===== src/design/assert_macros.svh =====
// Assertion macros used by the top level of the pattern test engine RTL.
// Each macro expands to one labeled concurrent assertion, clocked and reset-gated.
`ifndef ASSERT_MACROS_SVH
`define ASSERT_MACROS_SVH

// Same-cycle implication: whenever cond holds, expr holds too.
`define ASSERT_IMPLIES(label, clk, rst_n, cond, expr) \
	label: assert property (@(posedge clk) disable iff (!(rst_n)) (cond) |-> (expr)) \
		else $error("assertion failed");

// Next-cycle implication: when cond holds, expr holds in the next cycle.
`define ASSERT_NEXT(label, clk, rst_n, cond, expr) \
	label: assert property (@(posedge clk) disable iff (!(rst_n)) (cond) |=> (expr)) \
		else $error("assertion failed");

`endif


===== src/design/dpte_pkg.sv =====
// Package for the memory pattern test engine: codes, register indexes, config type.
// Used by the top level, dpte_cfg and dpte_seq; depends on nothing.
`default_nettype none

package dpte_pkg;

	// Input operation codes
	typedef enum logic {
		OP_START   = 1'b0,
		OP_ADVANCE = 1'b1
	} op_t;

	// Test pass, as reported on test_phase
	typedef enum logic [1:0] {
		PH_IDLE       = 2'd0,
		PH_WRITE      = 2'd1,
		PH_VERIFY_CPL = 2'd2,
		PH_VERIFY     = 2'd3
	} phase_t;

	// Test status, as reported on test_status
	typedef enum logic [2:0] {
		ST_RUNNING      = 3'd0,
		ST_PASSED       = 3'd1,
		ST_PAT_MISMATCH = 3'd2,
		ST_CPL_MISMATCH = 3'd3,
		ST_BAD_MODE     = 3'd4
	} status_t;

	// Test modes; any code with the top bit set is invalid
	localparam logic [1:0] MODE_EXHAUSTIVE = 2'd0;
	localparam logic [1:0] MODE_SPARSE     = 2'd1;

	// Configuration register indexes
	localparam int CFG_IDX_W = 3;
	localparam int CFG_DATA_W = 32;
	localparam logic [CFG_IDX_W-1:0] REG_BASE_ADDRESS   = 3'd0;
	localparam logic [CFG_IDX_W-1:0] REG_TEST_LENGTH    = 3'd1;
	localparam logic [CFG_IDX_W-1:0] REG_TEST_MODE      = 3'd2;
	localparam logic [CFG_IDX_W-1:0] REG_DATA_PATTERN   = 3'd3;
	localparam logic [CFG_IDX_W-1:0] REG_STEP_SPAN      = 3'd4;
	localparam logic [CFG_IDX_W-1:0] REG_WORDS_PER_STEP = 3'd5;

	// Register reset values
	localparam logic [31:0] PATTERN_RST = 32'h5555_5555;
	localparam logic [20:0] SPAN_RST    = 21'd4096;
	localparam logic [7:0]  WPS_RST     = 8'd1;

	// Configuration register set
	typedef struct packed {
		logic [31:0] base_address;
		logic [31:0] test_length;
		logic [1:0]  test_mode;
		logic [31:0] data_pattern;
		logic [20:0] step_span;
		logic [7:0]  words_per_step;
	} cfg_t;

endpackage

`default_nettype wire


===== src/design/dram_pattern_test_engine.sv =====
// Top level of the memory pattern/complement test engine.
// Depends on dpte_pkg, dpte_cfg, dpte_stage, dpte_seq and assert_macros.svh.
//
// Usage: write the six configuration registers through cfg_write/cfg_index/
// cfg_data while the engine is idle. Send an item with operation 0 to start
// the test, then one item with operation 1 per memory command slot; each
// item carries read_data for the read issued by the previous item. Every
// input transaction yields exactly one result transaction with the command
// to issue (cmd_valid/cmd_write/cmd_address/cmd_data) and the test progress
// (test_phase, test_status, fail_address, fail_data).
// Path: an accepted input passes the input register, then the sequencer logic into the
// result register, from which it leaves when out_stall is low.
// Throughput: one item per cycle while the result channel does not stall; the sequencer
// updates its counters in the same cycle the item leaves the input register.
// Stall: when out_stall holds a result and the input register is also full,
// in_stall rises in that cycle; nothing is lost or repeated.
// Reset: arst_n clears both stages and the test state to idle/running and
// loads the register reset values; no clearing pass is needed.
`default_nettype none
`include "assert_macros.svh"

module dram_pattern_test_engine #(
	parameter int ADDR_WIDTH = 32,
	parameter int DATA_WIDTH = 32,
	parameter int WORD_BYTES = 4
) (
	input  wire logic                               clk,
	input  wire logic                               arst_n,
	// configuration
	input  wire logic                               cfg_write,
	input  wire logic [dpte_pkg::CFG_IDX_W-1:0]     cfg_index,
	input  wire logic [dpte_pkg::CFG_DATA_W-1:0]    cfg_data,
	// input channel
	input  wire logic                               in_valid,
	output logic                                    in_stall,
	input  wire logic                               operation,
	input  wire logic [DATA_WIDTH-1:0]              read_data,
	// result channel
	output logic                                    out_valid,
	input  wire logic                               out_stall,
	output logic                                    cmd_valid,
	output logic                                    cmd_write,
	output logic [ADDR_WIDTH-1:0]                   cmd_address,
	output logic [DATA_WIDTH-1:0]                   cmd_data,
	output logic [1:0]                              test_phase,
	output logic [2:0]                              test_status,
	output logic [ADDR_WIDTH-1:0]                   fail_address,
	output logic [DATA_WIDTH-1:0]                   fail_data
);

	localparam int IN_W  = 1 + DATA_WIDTH;
	localparam int RES_W = 2 + 2 * ADDR_WIDTH + 2 * DATA_WIDTH + 2 + 3;

	dpte_pkg::cfg_t    cfg;
	logic              valid_s1;
	logic [IN_W-1:0]   data_s1;
	logic              stall_s2;
	logic              fire;
	logic [RES_W-1:0]  res;
	logic [RES_W-1:0]  data_s2;

	dpte_cfg u_cfg (
		.clk       (clk),
		.arst_n    (arst_n),
		.cfg_write (cfg_write),
		.cfg_index (cfg_index),
		.cfg_data  (cfg_data),
		.cfg       (cfg)
	);

	// Input register
	dpte_stage #(.WIDTH(IN_W)) u_stage_s1 (
		.clk      (clk),
		.arst_n   (arst_n),
		.up_valid (in_valid),
		.up_stall (in_stall),
		.up_data  ({operation, read_data}),
		.dn_valid (valid_s1),
		.dn_stall (stall_s2),
		.dn_data  (data_s1)
	);

	// Sequencer steps once per transaction leaving the input register
	assign fire = valid_s1 && !stall_s2;

	dpte_seq #(
		.ADDR_WIDTH (ADDR_WIDTH),
		.DATA_WIDTH (DATA_WIDTH),
		.WORD_BYTES (WORD_BYTES),
		.RES_WIDTH  (RES_W)
	) u_seq (
		.clk       (clk),
		.arst_n    (arst_n),
		.fire      (fire),
		.operation (data_s1[IN_W-1]),
		.read_data (data_s1[DATA_WIDTH-1:0]),
		.cfg       (cfg),
		.res       (res)
	);

	// Result register
	dpte_stage #(.WIDTH(RES_W)) u_stage_s2 (
		.clk      (clk),
		.arst_n   (arst_n),
		.up_valid (valid_s1),
		.up_stall (stall_s2),
		.up_data  (res),
		.dn_valid (out_valid),
		.dn_stall (out_stall),
		.dn_data  (data_s2)
	);

	assign {cmd_valid, cmd_write, cmd_address, cmd_data,
		test_phase, test_status, fail_address, fail_data} = data_s2;

	// Reads are only issued in the two verify passes
	`ASSERT_IMPLIES(a_read_in_verify, clk, arst_n, out_valid && cmd_valid && !cmd_write, test_phase == dpte_pkg::PH_VERIFY_CPL || test_phase == dpte_pkg::PH_VERIFY)
	// A bad mode result stops the test and issues nothing
	`ASSERT_IMPLIES(a_bad_mode_stops, clk, arst_n, out_valid && test_status == dpte_pkg::ST_BAD_MODE, !cmd_valid && test_phase == dpte_pkg::PH_IDLE)
	// A passed test has no recorded failure and no command
	`ASSERT_IMPLIES(a_pass_clean, clk, arst_n, out_valid && test_status == dpte_pkg::ST_PASSED, !cmd_valid && fail_address == '0 && fail_data == '0)
	// Backpressure only reaches the input when the result register is full
	`ASSERT_IMPLIES(a_stall_needs_full, clk, arst_n, in_stall, out_valid && out_stall && valid_s1)
	// An empty result register is filled by a waiting input transaction
	`ASSERT_NEXT(a_s1_drains, clk, arst_n, valid_s1 && !out_valid, out_valid)

endmodule

`default_nettype wire


===== src/design/dpte_cfg.sv =====
// Configuration register file of the pattern test engine.
// Depends on dpte_pkg for register indexes, reset values and cfg_t.
`default_nettype none

module dpte_cfg (
	input  wire logic                               clk,
	input  wire logic                               arst_n,
	input  wire logic                               cfg_write,
	input  wire logic [dpte_pkg::CFG_IDX_W-1:0]     cfg_index,
	input  wire logic [dpte_pkg::CFG_DATA_W-1:0]    cfg_data,
	output dpte_pkg::cfg_t                          cfg
);

	dpte_pkg::cfg_t cfg_q;

	// Register writes, one index per transaction; unknown indexes are dropped
	always_ff @(posedge clk or negedge arst_n) begin
		if (!arst_n) begin
			cfg_q.base_address   <= '0;
			cfg_q.test_length    <= '0;
			cfg_q.test_mode      <= dpte_pkg::MODE_EXHAUSTIVE;
			cfg_q.data_pattern   <= dpte_pkg::PATTERN_RST;
			cfg_q.step_span      <= dpte_pkg::SPAN_RST;
			cfg_q.words_per_step <= dpte_pkg::WPS_RST;
		end else if (cfg_write) begin
			unique case (cfg_index)
				dpte_pkg::REG_BASE_ADDRESS:   cfg_q.base_address   <= cfg_data;
				dpte_pkg::REG_TEST_LENGTH:    cfg_q.test_length    <= cfg_data;
				dpte_pkg::REG_TEST_MODE:      cfg_q.test_mode      <= cfg_data[1:0];
				dpte_pkg::REG_DATA_PATTERN:   cfg_q.data_pattern   <= cfg_data;
				dpte_pkg::REG_STEP_SPAN:      cfg_q.step_span      <= cfg_data[20:0];
				dpte_pkg::REG_WORDS_PER_STEP: cfg_q.words_per_step <= cfg_data[7:0];
				default: ;
			endcase
		end
	end

	assign cfg = cfg_q;

endmodule

`default_nettype wire


===== src/design/dpte_stage.sv =====
// One valid/stall pipeline register stage of the pattern test engine.
// Generic over payload width; no package dependency.
`default_nettype none

module dpte_stage #(
	parameter int WIDTH = 33
) (
	input  wire logic             clk,
	input  wire logic             arst_n,
	input  wire logic             up_valid,
	output logic                  up_stall,
	input  wire logic [WIDTH-1:0] up_data,
	output logic                  dn_valid,
	input  wire logic             dn_stall,
	output logic [WIDTH-1:0]      dn_data
);

	logic             valid_q;
	logic [WIDTH-1:0] data_q;
	logic             load;

	// Take a new transaction when empty or when the held one leaves this cycle
	assign up_stall = valid_q && dn_stall;
	assign load     = up_valid && !up_stall;

	always_ff @(posedge clk or negedge arst_n) begin
		if (!arst_n) begin
			valid_q <= 1'b0;
		end else if (!up_stall) begin
			valid_q <= up_valid;
		end
	end

	always_ff @(posedge clk) begin
		if (load) begin
			data_q <= up_data;
		end
	end

	assign dn_valid = valid_q;
	assign dn_data  = data_q;

endmodule

`default_nettype wire


===== src/design/dpte_seq.sv =====
// Test sequencer of the pattern test engine: test state and per-transaction next state.
// Depends on dpte_pkg for operation, phase and status codes and cfg_t.
`default_nettype none

module dpte_seq #(
	parameter int ADDR_WIDTH = 32,
	parameter int DATA_WIDTH = 32,
	parameter int WORD_BYTES = 4,
	parameter int RES_WIDTH  = 2 + 2 * ADDR_WIDTH + 2 * DATA_WIDTH + 2 + 3
) (
	input  wire logic                  clk,
	input  wire logic                  arst_n,
	input  wire logic                  fire,
	input  wire logic                  operation,
	input  wire logic [DATA_WIDTH-1:0] read_data,
	input  wire dpte_pkg::cfg_t        cfg,
	output logic [RES_WIDTH-1:0]       res
);

	// Compare width: holds an offset plus a span, and a 32-bit length
	localparam int CW = (ADDR_WIDTH >= 32) ? ADDR_WIDTH + 1 : 33;

	// Test state
	dpte_pkg::phase_t        phase_q,  phase_d;
	dpte_pkg::status_t       status_q, status_d;
	logic [ADDR_WIDTH-1:0]   group_q,  group_d;
	logic [7:0]              widx_q,   widx_d;
	logic                    war_q,    war_d;
	logic                    chk_q,    chk_d;
	logic [ADDR_WIDTH-1:0]   pend_q,   pend_d;
	logic [ADDR_WIDTH-1:0]   ffa_q,    ffa_d;
	logic [DATA_WIDTH-1:0]   ffd_q,    ffd_d;

	// Live configuration, decoded
	logic [DATA_WIDTH-1:0]   pat, cpl;
	logic                    mode_bad, sparse;
	logic [20:0]             span;
	logic [7:0]              cnt;
	logic [ADDR_WIDTH-1:0]   base_a;
	logic [CW-1:0]           len_c;

	// Region end check and pass rollover
	logic [ADDR_WIDTH-1:0]   offset;
	logic                    region_done;
	dpte_pkg::phase_t        phase_a;
	logic [ADDR_WIDTH-1:0]   grp_a, off_a;
	logic [7:0]              wi_a, wi_n, w;
	logic [ADDR_WIDTH-1:0]   word_off, cmd_addr;

	// Position advance unit
	logic [ADDR_WIDTH-1:0]   adv_grp_in, adv_off;
	logic [7:0]              adv_wi;
	logic [8:0]              wi_inc;
	logic                    wrap;
	logic [CW-1:0]           n_sum, n_clip;
	logic [ADDR_WIDTH-1:0]   adv_grp;
	logic [7:0]              adv_wi_next;

	// Command of this transaction
	logic                    cv, cw;
	logic [ADDR_WIDTH-1:0]   ca;
	logic [DATA_WIDTH-1:0]   cd;

	// Config decode
	assign pat      = DATA_WIDTH'(cfg.data_pattern);
	assign cpl      = ~pat;
	assign mode_bad = cfg.test_mode[1];
	assign sparse   = (cfg.test_mode == dpte_pkg::MODE_SPARSE);
	assign base_a   = ADDR_WIDTH'(cfg.base_address);
	assign len_c    = CW'(cfg.test_length);

	always_comb begin
		if (!sparse) begin
			span = 21'(WORD_BYTES);
			cnt  = 8'd1;
		end else begin
			span = (cfg.step_span < 21'(WORD_BYTES)) ? 21'(WORD_BYTES) : cfg.step_span;
			cnt  = (cfg.words_per_step == 8'd0) ? 8'd1 : cfg.words_per_step;
		end
	end

	// Region end: restart at base in the next pass, or finish
	assign offset      = group_q - base_a;
	assign region_done = CW'(offset) >= len_c;

	always_comb begin
		if (region_done) begin
			grp_a = base_a;
			off_a = '0;
			wi_a  = 8'd0;
			if (cfg.test_length == 32'd0 || phase_q == dpte_pkg::PH_VERIFY) begin
				phase_a = dpte_pkg::PH_IDLE;
			end else begin
				phase_a = dpte_pkg::phase_t'(phase_q + 2'd1);
			end
		end else begin
			grp_a   = group_q;
			off_a   = offset;
			wi_a    = widx_q;
			phase_a = phase_q;
		end
	end

	// Word within the group; final pass walks downward
	assign wi_n     = (wi_a >= cnt) ? 8'd0 : wi_a;
	assign w        = (phase_a == dpte_pkg::PH_VERIFY) ? (cnt - 8'd1 - wi_n) : wi_n;
	assign word_off = ADDR_WIDTH'(w) * ADDR_WIDTH'(WORD_BYTES);
	assign cmd_addr = grp_a + word_off;

	// Advance: next word, or next group clipped to the region end
	assign adv_grp_in = war_q ? group_q : grp_a;
	assign adv_off    = war_q ? offset  : off_a;
	assign adv_wi     = war_q ? widx_q  : wi_n;
	assign wi_inc     = {1'b0, adv_wi} + 9'd1;
	assign wrap       = wi_inc >= {1'b0, cnt};
	assign n_sum      = CW'(adv_off) + CW'(span);
	assign n_clip     = (n_sum > len_c) ? len_c : n_sum;
	assign adv_grp    = wrap ? (base_a + ADDR_WIDTH'(n_clip)) : adv_grp_in;
	assign adv_wi_next = wrap ? 8'd0 : wi_inc[7:0];

	// Next state and command
	always_comb begin
		phase_d  = phase_q;
		status_d = status_q;
		group_d  = group_q;
		widx_d   = widx_q;
		war_d    = war_q;
		chk_d    = chk_q;
		pend_d   = pend_q;
		ffa_d    = ffa_q;
		ffd_d    = ffd_q;
		cv = 1'b0;
		cw = 1'b0;
		ca = '0;
		cd = '0;
		if (operation == dpte_pkg::OP_START) begin
			group_d = base_a;
			widx_d  = 8'd0;
			war_d   = 1'b0;
			chk_d   = 1'b0;
			pend_d  = '0;
			ffa_d   = '0;
			ffd_d   = '0;
			if (mode_bad) begin
				status_d = dpte_pkg::ST_BAD_MODE;
				phase_d  = dpte_pkg::PH_IDLE;
			end else begin
				status_d = dpte_pkg::ST_RUNNING;
				phase_d  = dpte_pkg::PH_WRITE;
			end
		end else if (phase_q != dpte_pkg::PH_IDLE) begin
			if (mode_bad) begin
				status_d = dpte_pkg::ST_BAD_MODE;
				phase_d  = dpte_pkg::PH_IDLE;
				war_d    = 1'b0;
				chk_d    = 1'b0;
			end else if (war_q) begin
				// Second half of a pass-2 word: complement write, check pattern
				cv    = 1'b1;
				cw    = 1'b1;
				ca    = pend_q;
				cd    = cpl;
				war_d = 1'b0;
				chk_d = 1'b0;
				if (read_data != pat) begin
					status_d = dpte_pkg::ST_PAT_MISMATCH;
					ffa_d    = pend_q;
					ffd_d    = read_data;
					phase_d  = dpte_pkg::PH_IDLE;
				end else begin
					group_d = adv_grp;
					widx_d  = adv_wi_next;
				end
			end else if (chk_q && read_data != cpl) begin
				// Final pass read came back wrong
				chk_d    = 1'b0;
				status_d = dpte_pkg::ST_CPL_MISMATCH;
				ffa_d    = pend_q;
				ffd_d    = read_data;
				phase_d  = dpte_pkg::PH_IDLE;
			end else begin
				chk_d   = 1'b0;
				phase_d = phase_a;
				group_d = grp_a;
				widx_d  = wi_a;
				if (phase_a == dpte_pkg::PH_IDLE) begin
					status_d = dpte_pkg::ST_PASSED;
				end else begin
					cv = 1'b1;
					ca = cmd_addr;
					unique case (phase_a)
						dpte_pkg::PH_WRITE: begin
							cw      = 1'b1;
							cd      = pat;
							group_d = adv_grp;
							widx_d  = adv_wi_next;
						end
						dpte_pkg::PH_VERIFY_CPL: begin
							war_d  = 1'b1;
							chk_d  = 1'b1;
							pend_d = cmd_addr;
							widx_d = wi_n;
						end
						dpte_pkg::PH_VERIFY: begin
							chk_d   = 1'b1;
							pend_d  = cmd_addr;
							group_d = adv_grp;
							widx_d  = adv_wi_next;
						end
						default: ;
					endcase
				end
			end
		end
	end

	// Control state
	always_ff @(posedge clk or negedge arst_n) begin
		if (!arst_n) begin
			phase_q  <= dpte_pkg::PH_IDLE;
			status_q <= dpte_pkg::ST_RUNNING;
			group_q  <= '0;
			widx_q   <= 8'd0;
			war_q    <= 1'b0;
			chk_q    <= 1'b0;
			pend_q   <= '0;
			ffa_q    <= '0;
			ffd_q    <= '0;
		end else if (fire) begin
			phase_q  <= phase_d;
			status_q <= status_d;
			group_q  <= group_d;
			widx_q   <= widx_d;
			war_q    <= war_d;
			chk_q    <= chk_d;
			pend_q   <= pend_d;
			ffa_q    <= ffa_d;
			ffd_q    <= ffd_d;
		end
	end

	// Result transaction: command plus state after this item
	assign res = {cv, cw, ca, cd, phase_d, status_d, ffa_d, ffd_d};

endmodule

`default_nettype wire


===== config.mk =====
export PLATFORM = sky130hd
export DESIGN_NAME = dram_pattern_test_engine
export DESIGN_NICKNAME = d
export VERILOG_FILES = /design/src/design/dpte_pkg.sv /design/src/design/dram_pattern_test_engine.sv /design/src/design/dpte_cfg.sv /design/src/design/dpte_stage.sv /design/src/design/dpte_seq.sv
export VERILOG_INCLUDE_DIRS = /design/src /design/src/design
export SDC_FILE = /design/constraint.sdc
export NUM_CORES = 1
export LEC_CHECK = 0
export BUFFER_PORTS_ARGS = -buffer_cell sky130_fd_sc_hd__buf_4
export CAP_MARGIN = 20
export CORE_ASPECT_RATIO = 1.75
export CORE_MARGIN = 4
export CORE_UTILIZATION = 63
export CTS_CLUSTER_SIZE = 10
export DETAILED_ROUTE_END_ITERATION = 8
export GPL_TIMING_DRIVEN = 0
export PLACE_DENSITY_LB_ADDON = 0.1
export SLEW_MARGIN = 25
export SYNTH_ARGS = -nofsm -noshare
export SYNTH_HDL_FRONTEND = slang
export SYNTH_SLANG_ARGS = --single-unit

===== constraint.sdc =====
create_clock -name clk -period 22.6 [get_ports clk]
set_input_delay 1.13 -clock clk [delete_from_list [all_inputs] [get_ports clk]]
set_output_delay 1.13 -clock clk [all_outputs]
set_load 0.05 [all_outputs]

* Word level (Yosys, flattened, before mapping) *
Cells that the tools add are included.

storage, ports and cells
  output and inout port bits = 137
  input port bits = 73
  register bits = 440

cells by class
  bitwise logic cells = 3
  reduce and logical (&&, ||, !) cells = 25
  $lt $le $gt $ge = 5
  multiplexer cells = 95
  $add $sub $neg = 8
  equal/unequal tests = 20

operator list
  operator                                                                        number
  32-bit 2-to-1 mux                                                               40
  8-bit 2-to-1 mux                                                                14
  32-bit != test                                                                  2
  21-bit 2-to-1 mux                                                               2
  32-bit by 21-bit adder with 33-bit output                                       1
  33-bit by 32-bit > comparator with 1-bit output                                 1
  32-bit by 10-bit adder with 32-bit output                                       1
  32-bit adder                                                                    1
  32-bit greater-or-equal comparator                                              1
  32-bit zero test                                                                1
  32-bit NOT                                                                      1
  32-bit subtractor                                                               1
  3-bit 2-to-1 mux                                                                8
  1-bit 2-to-1 mux                                                                22
  21-bit by 3-bit less-than comparator with 1-bit output (second input constant)  1
  2-bit 2-to-1 mux                                                                8
  8-bit one-hot mux with 2 select lines                                           1
  2-bit AND reduction                                                             7
  2-bit != test (second input constant)                                           5
  8-bit by 1-bit adder with 9-bit output (second input constant)                  1
  9-bit by 8-bit greater-or-equal comparator with 1-bit output                    1
  8-bit greater-or-equal comparator                                               1
  8-bit zero test                                                                 1
  8-bit by 1-bit subtractor with 8-bit output (second input constant)             1
  other kinds (21)                                                                33

* Logic depth before layout (Yosys ltp) *
Gate-level depths: netlist of run 1.

  depth after elaboration = 16
  gate-level depth with buffers = 68

* By module *
Synthesis of run 1 repeated with hierarchy kept, for this count alone.

unflattened totals
  cell total of the unflattened synthesis = 2,754
  area total of the unflattened synthesis = 27,850.5 sq um

modules (own cells, without submodules)
  module                    seq. area each (sq um)  times used  cells an instance  area an instance (sq um)
  dpte_seq                  3,578.4                 1           2,304              17,795.8
  dpte_cfg                  3,200.6                 1           273                4,895.9
  dpte_stage at u_stage_s2  4,078.9                 1           139                4,103.9
  dpte_stage at u_stage_s1  1,016.0                 1           37                 1,041.0
  dram_pattern_test_engine  0.0                     1           1                  13.8

* Worst setup path after synthesis of run 1 *
Ideal clock, no wire load.

  path kind = flip-flop to flip-flop
  start = register u_seq.group_q[0]
  end = register u_seq.group_q[29]
  stages on the path, launching flop included = 66
  slack = 10.031 ns
  period minus slack after synthesis = 12.569 ns
  arrival = 12.432 ns
  path buffers = 7
  cell sequence = dfrtp_1 inv_1 ha_1 inv_1 fa_1 a21oi_1 o211ai_1 o21ai_1 nand2_2 a41o_1 a41oi_2 xor2_1 inv_1 ha_1 and4_1 nand3_1 or4_4 a21oi_4 [30 not listed] o21ai_2 buf_6 buf_6 mux2_1 ha_1 clkbuf_1 a21oi_1 o21ai_0 a21oi_1 o21ai_0 or3b_2 o21ba_2 nor3b_1 o31a_1 xor2_1 a221o_1 a22oi_1 a21oi_1

on the way
  cells in the longest elaborated chain, start to end = 16
  elaborated cells on any way between the ends = 30
  classes of those cells = add/sub: 4; order compare: 4; eq/ne: 2; mux: 18; reduce/logical: 2

ends and longest elaborated chain
  what                                                                                          line                              source
  start: declaration                                                                            dpte_seq.sv:26                    logic [ADDR_WIDTH-1:0] group_q, group_d;
  start signal: assignment                                                                      dpte_seq.sv:232                   group_q <= group_d;
  32-bit subtractor *                                                                           dpte_seq.sv:83                    assign offset = group_q - base_a;
  32-bit greater-or-equal comparator                                                            dpte_seq.sv:84                    assign region_done = CW'(offset) >= len_c;
  32-bit 2-to-1 mux or 8-bit 2-to-1 mux (tied branches)                                         dpte_seq.sv:87                    if (region_done) begin
  32-bit 2-to-1 mux or 8-bit greater-or-equal comparator (tied branches)                        dpte_seq.sv:112, dpte_seq.sv:105
  32-bit by 21-bit adder with 33-bit output or 8-bit 2-to-1 mux (tied branches)                 dpte_seq.sv:116, dpte_seq.sv:105
  33-bit by 32-bit > comparator with 1-bit output or 8-bit 2-to-1 mux (tied branches)           dpte_seq.sv:117, dpte_seq.sv:113
  32-bit 2-to-1 mux or 8-bit by 1-bit adder with 9-bit output (tied branches)                   dpte_seq.sv:117, dpte_seq.sv:114
  32-bit adder or 9-bit by 8-bit greater-or-equal comparator with 1-bit output (tied branches)  dpte_seq.sv:118, dpte_seq.sv:115
  32-bit 2-to-1 mux                                                                             dpte_seq.sv:118                   assign adv_grp = wrap ? (base_a + ADDR_WIDTH'(n_clip)) : adv_grp_in;
  32-bit 2-to-1 mux                                                                             dpte_seq.sv:191                   unique case (phase_a)
  32-bit 2-to-1 mux                                                                             dpte_seq.sv:186                   if (phase_a == dpte_pkg::PH_IDLE) begin
  32-bit 2-to-1 mux                                                                             dpte_seq.sv:174                   end else if (chk_q && read_data != cpl) begin
  32-bit 2-to-1 mux *                                                                           dpte_seq.sv:157                   end else if (war_q) begin
  32-bit 2-to-1 mux *                                                                           dpte_seq.sv:152                   if (mode_bad) begin
  32-bit 2-to-1 mux *                                                                           dpte_seq.sv:151                   end else if (phase_q != dpte_pkg::PH_IDLE) begin
  32-bit 2-to-1 mux *                                                                           dpte_seq.sv:136                   if (operation == dpte_pkg::OP_START) begin

Every way passes the cells marked *; elsewhere a longest branch is shown, timed or not. The select of a mux whose other input is x is not followed.
A chain may end at the register's enable or synchronous reset.

* Final worst setup path of run 1 *
  start = register u_cfg.cfg_q, in the netlist u_cfg.cfg[95]
  end = register u_seq.group_q[30]

on the way
  cells in the longest elaborated chain, start to end = 16
  elaborated cells on any way between the ends = 30
  classes of those cells = add/sub: 4; order compare: 4; eq/ne: 2; mux: 18; reduce/logical: 2

ends and longest elaborated chain
  what                                                                                          line                              source
  start: declaration                                                                            dpte_cfg.sv:14                    dpte_pkg::cfg_t cfg_q;
  32-bit subtractor                                                                             dpte_seq.sv:83
  32-bit greater-or-equal comparator                                                            dpte_seq.sv:84
  32-bit 2-to-1 mux or 8-bit 2-to-1 mux (tied branches)                                         dpte_seq.sv:87
  32-bit 2-to-1 mux or 8-bit greater-or-equal comparator (tied branches)                        dpte_seq.sv:112, dpte_seq.sv:105
  32-bit by 21-bit adder with 33-bit output or 8-bit 2-to-1 mux (tied branches)                 dpte_seq.sv:116, dpte_seq.sv:105
  33-bit by 32-bit > comparator with 1-bit output or 8-bit 2-to-1 mux (tied branches)           dpte_seq.sv:117, dpte_seq.sv:113
  32-bit 2-to-1 mux or 8-bit by 1-bit adder with 9-bit output (tied branches)                   dpte_seq.sv:117, dpte_seq.sv:114
  32-bit adder or 9-bit by 8-bit greater-or-equal comparator with 1-bit output (tied branches)  dpte_seq.sv:118, dpte_seq.sv:115
  32-bit 2-to-1 mux                                                                             dpte_seq.sv:118
  32-bit 2-to-1 mux                                                                             dpte_seq.sv:191
  32-bit 2-to-1 mux                                                                             dpte_seq.sv:186
  32-bit 2-to-1 mux                                                                             dpte_seq.sv:174
  32-bit 2-to-1 mux *                                                                           dpte_seq.sv:157
  32-bit 2-to-1 mux *                                                                           dpte_seq.sv:152
  32-bit 2-to-1 mux *                                                                           dpte_seq.sv:151
  32-bit 2-to-1 mux *                                                                           dpte_seq.sv:136

Marks and branches as above.

==> results of run 1 <==
==> placed cells by master, fill, tap and decap left out, types with 17 or more instances in the layout <==
master	synthesis	final
xor2_1	56	56
buf_2	35	35
and2_1	56	55
nand2b_1	25	25
inv_1	119	119
a21oi_1	179	179
nand3_1	35	35
a21o_1	63	63
ha_1	184	184
o21a_1	17	17
clkbuf_16	0	50
nand4_1	30	30
and3_1	17	17
o31ai_1	73	73
edfxtp_1	168	168
clkbuf_1	94	132
nor4_1	22	22
nor3_1	29	27
nor2_1	288	287
mux2_2	84	84
o21ai_0	156	154
xnor2_1	137	137
mux2i_1	80	80
mux2_1	19	19
o211ai_1	17	17
buf_4	1	209
a22oi_1	37	37
dfrtp_1	254	254
dfstp_2	18	18
nand2_1	303	303
a22o_1	37	37
==> worst register-to-register path, delay by kind of cell, from the launching register on <==
kind,cells,cell delay [ns]
DFF,1,0.56
and+or+nand+nor,11,3.03
adders and majority gates,7,2.15
buffers and inverters,8,2.52
xor gates and xnor gates,2,0.30
AOI/OAI and AO/OA,34,9.57
==> layer usage <==
metal	global-route usage (%)	vias up	wire, µm
li1	-	10700	-
met1	43.2	11800	32300
met2	72.4	1747	49800
met3	8.59	570	9110
met4	38.2	2	12200
met5	0	-	9
==> area by class of cell <==
cell class / count / area (µm²)
antenna: 2 / 5.00
multi-input combinational: 2146 / 14800
buffer: 140 / 613
inverter: 122 / 465
clock buffer: 90 / 1410
tap: 566 / 708
sequential: 440 / 11900
timing repair buffer: 214 / 1710
fill: 3093 / 11900
clock inverter: 4 / 60.1
==> kinds of logic after synthesis <==
group | count (synthesis)
compound gates | 713
mux | 184
flops | 440
buf+inv | 262
fa+ha+maj | 189
simple gates | 864
xor+xnor | 196
==> worst min-delay path by stage <==
stage / start / end / slack (ns) / cells past startpoint
floorplan: u_seq.chk_q / u_seq.chk_q / 0.45 / 2
global placement: u_seq.ffd_q[30] / u_seq.ffd_q[30] / 0.46 / 2
detailed placement: u_seq.ffa_q[3] / u_seq.ffa_q[3] / 0.47 / 2
CTS: arst_n / u_cfg.cfg[91] / 0.43 / 1
global route: arst_n / u_cfg.cfg[91] / 0.44 / 1
finish: arst_n / u_cfg.cfg[91] / 0.42 / 1
==> metrics by stage <==
step / worst slack (ns) / utilization [%]
global placement: 5.45 / 68.9
floorplan: 10.03 / -
finish: 4.37 / 72.7
detailed placement: 5.16 / 69.3
global route: 3.86 / 72.7
CTS: 5.02 / 72.7
==> sequential cells by signal (all words and copies together), names as in the netlist, 2 cells and up <==
name and cells:
u_cfg.cfg 127, u_seq.ffa_q 32, u_seq.ffd_q 32, u_seq.group_q 32, u_seq.pend_q 32, u_seq.phase_q 2, u_seq.status_q 3, u_seq.widx_q 8
u_stage_s1.dn_data 33, u_stage_s2.dn_data 135
==> results.yml, run 1 <==
drt:
  vias_per_cell: 6.68
  ant_nets: 0
  dr.pass1.iters: 9
  vias: 24900
  avgRoutedWirePerCell_um: 27.8
  wl_um: 103000
  drc: 0
  drtIter0Drc: 2846
synth:
  synth-edff-count: 168
  synth_area_per_cell_um2: 9.72
  synth_fa_ha_area_share_pct: 8.67
  synth_top_area_cell: "dfrtp_1"
  synth_top_area_share_pct: 23.0
  synth.yosys.warnings: 0
  yosysMostFrequentCell: "nand2_1"
  synth_top_family_by_area: "compound AO/OA/AOI/OAI gates"
  synth_ff_type: "dfrtp_1"
  ys_types: 96
  synth_mux_area_share_pct: 7.13
  synth_xor_area_share_pct: 6.28
  synth_area_leaders: "dfrtp_1 23%, edfxtp_1 18%, ha_1 8.3%, xnor2_1 4.3%, nand2_1 4.1%"
  synth_area_um2: 27700
  yosys.area_share.simple_pct: 14.3
  syn_nets: 3110
  synthArstFlopShare_pct: 61.8
  synth-compound-area-share_pct: 16.9
  synth_common_cells: "303 x nand2_1, 288 x nor2_1, 254 x dfrtp_1, 184 x ha_1, 179 x a21oi_1"
  synth_seq_cells: 440
  syn_inst: 2848
  synth_seq_area_share_pct: 42.9
sta:
  rsz0062_at_grt: "false"
  setup_viol: 0
  fin_hold_ws_ns: 0.423
  timing.slew.headroom_pct: 17.9
  report.final.slew_viol_count: 0
  worstMarginPinSlew_ns: 1.22
  finalSetupTns_ns: 0
  timing.fmax_ghz: 0.0548
  finalHoldViolations: 0
  fin_crit_ns: 18.23
  finClkSkew_ns: 0.0177
  post-route-period-util_pct: 80.7
die:
  die_x_um: 166
  die_h_um: 285
  rows: 101
  die-area_um2: 47500
  core-area_um2: 43500
  start_util_pct: 63.7
  ios: 210
setup_path:
  cp.arrival_ns: 18.71
  critical_path.startpoint: "u_cfg.cfg[95]"
  critical_path.slowest_cell: "nor3_1"
  critical-path-max-stage-delay_ns: 1.01
  startpoint_type: "register"
  cp.depth: 62
  reg2regPathDepth: 62
  crit_path_max_fanout: 10
  cpLargestDelayFamily: "compound AO/OA/AOI/OAI gates"
  crit_buf_inv: 8
  path_class: "reg -> reg"
  ff2ff_setup_slack_ns: 4.37
  crit_path_end_kind: "register"
  cp_common_cell: "o21ai_0"
  required_ns: 23.08
  timing.rr.end: "u_seq.group_q[30]"
  r2r-start: "u_cfg.cfg[95]"
  crit_end: "u_seq.group_q[30]"
global_routing:
  grt_pass1_vias: 25400
  grt_usage_pct: 42.3
  antenna_found_initial: 3
  grt_pass1_wl_um: 154000
  gr-total-overflow: 0
  grt_max_degree: 105
clock_network:
  cts_setup_buffers: 0
  cts.clk_slew.worst_paths_ns: 0.06
  clock_sinks: 440
  numCtsBuffers: 50
  cts-htree-levels: 2
  cts_hold_buf: 0
  cts-root-buf: "clkbuf_16"
  insertion_delay_ns: 0.59
  clockBufferDepth: 3
  cts_tree: "done"
  cts_resized: 0
layout:
  final_area_um2: 31600
  synthToLayoutAreaGrowth_pct: 14.1
  nNetsFinal: 3376
  fin_cells: 3724
  drive_gt1_share_pct: 14.6
job:
  drv_cap: 0
place:
  gp_congestion: 1.01
  portBuffers: 207
  dpl.hpwl_um: 78300
  dp_cells: 3628
  placedInstanceArea_um2: 30100
run_status:
  status: "completed"
min_path:
  hold_class: "in -> async"
Power of run 1 is not shown: default switching activity piles up to over one toggle a cycle in this logic, so the estimate is an artifact.
==> inputs of run 2 (changes only) <==
--- a/config.mk
+++ b/config.mk
@@ -10,7 +10,7 @@
 export CAP_MARGIN = 20
 export CORE_ASPECT_RATIO = 1.75
 export CORE_MARGIN = 4
-export CORE_UTILIZATION = 63
+export CORE_UTILIZATION = 56
 export CTS_CLUSTER_SIZE = 10
 export DETAILED_ROUTE_END_ITERATION = 8
 export GPL_TIMING_DRIVEN = 0
==> constraint.sdc (replaced) <==
create_clock -name clk -period 16.75 [get_ports clk]
set_input_delay 0.8375 -clock clk [delete_from_list [all_inputs] [get_ports clk]]
set_output_delay 0.8375 -clock clk [all_outputs]
set_load 0.05 [all_outputs]
==> results.yml, run 2 (synthesis gave the netlist of run 1 again) <==
layout:
  layout_commonest_cell: "nand2_1"
  layout_common_cells: "303 x nand2_1, 287 x nor2_1, 254 x dfrtp_1, 209 x buf_4, 184 x ha_1"
  n_antenna_cell: 0
  largest_register_ff_count: 135
  seq_area_um2: 11900
  drive_gt1_share_pct: 14.8
  multiInputGateArea_um2: 14800
  nNetsFinal: 3375
  synthToLayoutAreaGrowth_pct: 14.8
  final_area_um2: 31800
  fill_cells: 4056
global_routing:
  gr-total-overflow: 0
  grt_max_degree: 84
  grt_pass1_vias: 24300
  grt_usage_pct: 35.9
  antenna_found_initial: 2
  grt_pass1_wl_um: 145000
setup_path:
  r2r-start: "u_cfg.cfg[105]"
  critical_path.slowest_cell: "nor3_2"
  path_class: "reg -> reg"
  cp.arrival_ns: 16.48
  crit_path_max_fanout: 19
  critical-path-max-stage-delay_ns: 0.63
  crit_path_end_kind: "register"
  startpoint_type: "register"
  cp_common_cell: "o21ai_0"
  timing.rr.end: "u_seq.group_q[30]"
  reg2regPathDepth: 61
  required_ns: 17.25
  ff2ff_setup_slack_ns: 0.77
clock_network:
  cts_setup_buffers: 0
  cts_tree: "done"
  cts-htree-levels: 2
  clockBufferDepth: 3
  insertion_delay_ns: 0.61
  cts-root-buf: "clkbuf_16"
  cts.clk_slew.worst_paths_ns: 0.06
  clock_sinks: 440
  cts_hold_buf: 0
  numCtsBuffers: 51
sta:
  finalHoldViolations: 0
  worstMarginPinSlew_ns: 1.06
  setup_slack_ns: 0.775
  timing.fmax_ghz: 0.0626
  finClkSkew_ns: 0.0385
  post-route-period-util_pct: 95.4
  fin_crit_ns: 15.98
  rsz0062_at_grt: "false"
  report.final.slew_viol_count: 0
  setup_viol: 0
  timing.slew.headroom_pct: 28.4
min_path:
  hold_class: "in -> async"
die:
  die-area_um2: 53200
  core-area_um2: 48900
  rows: 107
  start_util_pct: 56.7
  die_h_um: 302
  die_x_um: 176
  ios: 210
job:
  drv_cap: 0
place:
  gp_congestion: 1.02
  portBuffers: 207
  placedInstanceArea_um2: 30200
  dpl.hpwl_um: 77800
  pre_cts_slack_ns: -0.620
drt:
  wl_um: 96400
  drc: 0
  ant_nets: 0
  drtIter0Drc: 1742
  dr.pass1.iters: 5
  vias: 23400
  vias_per_cell: 6.13
  avgRoutedWirePerCell_um: 25.3
run_status:
  status: "completed"
==> run 2: per-stage QoR <==
step           setup TNS [ns]  hold WS, ns  cells  utilization (%)
2_1_floorplan               0        0.446   2848                -
3_3_place_gp            -1.44        0.460   3709             61.5
3_5_place_dp            -2.33        0.467   3716             61.9
4_1_cts                     0        0.185   3812             65.0
5_1_grt                     0        0.214   3810             65.1
6_report                    0        0.166   3810             65.1
==> run 2: repair_timing <==
action                                  in CTS  in global routing
gates cloned                                 0                  0
resized for setup                            3                  6
pin swaps                                    0                  1
endpoints found under the setup margin      10                 15
==> run 2: layout make-up <==
type                       count  area share (%)
inverter                     122            1.46
buffer                       138            1.90
clock buffer                  90            4.51
timing repair buffer         214            5.37
tap                          654            2.57
clock inverter                 6           0.311
sequential                   440            37.3
multi-input combinational   2146            46.5
==> run 2: metal layers <==
| layer | up-vias | share of wire [%] | GRT usage, % |
|---|---|---|---|
| met4 | 2 | 9.5 | 27.5 |
| met2 | 915 | 51 | 64.5 |
| met3 | 344 | 5.5 | 4.79 |
| li1 | 10800 | - | - |
| met1 | 11300 | 34 | 37.7 |
| met5 | - | 0.013 | 0 |
==> run 2: critical path: cells and delay by family (launching register included) <==
family	cells	cell delay, ns
adder cells (fa/ha/maj)	6	1.57
AO/OA/AOI/OAI	33	8.84
flip-flops	1	0.38
XOR/XNOR	3	0.48
buffers and inverters	8	1.91
AND/OR/NAND/NOR	11	2.63
==> run 2: worst max path at each step <==
stage	cells after the start	start	endpoint	slack [ns]
2_1_floorplan	65	u_seq.group_q[0]	u_seq.group_q[29]	4.18
3_3_place_gp	62	u_cfg.cfg[95]	u_seq.group_q[30]	-0.47
3_5_place_dp	62	u_cfg.cfg[95]	u_seq.group_q[30]	-0.62
4_1_cts	62	u_cfg.cfg[95]	u_seq.group_q[30]	0.08
5_1_grt	66	u_cfg.cfg[105]	u_seq.group_q[30]	0.04
6_report	61	u_cfg.cfg[105]	u_seq.group_q[30]	0.77
Power of run 2 is left out for the same reason.
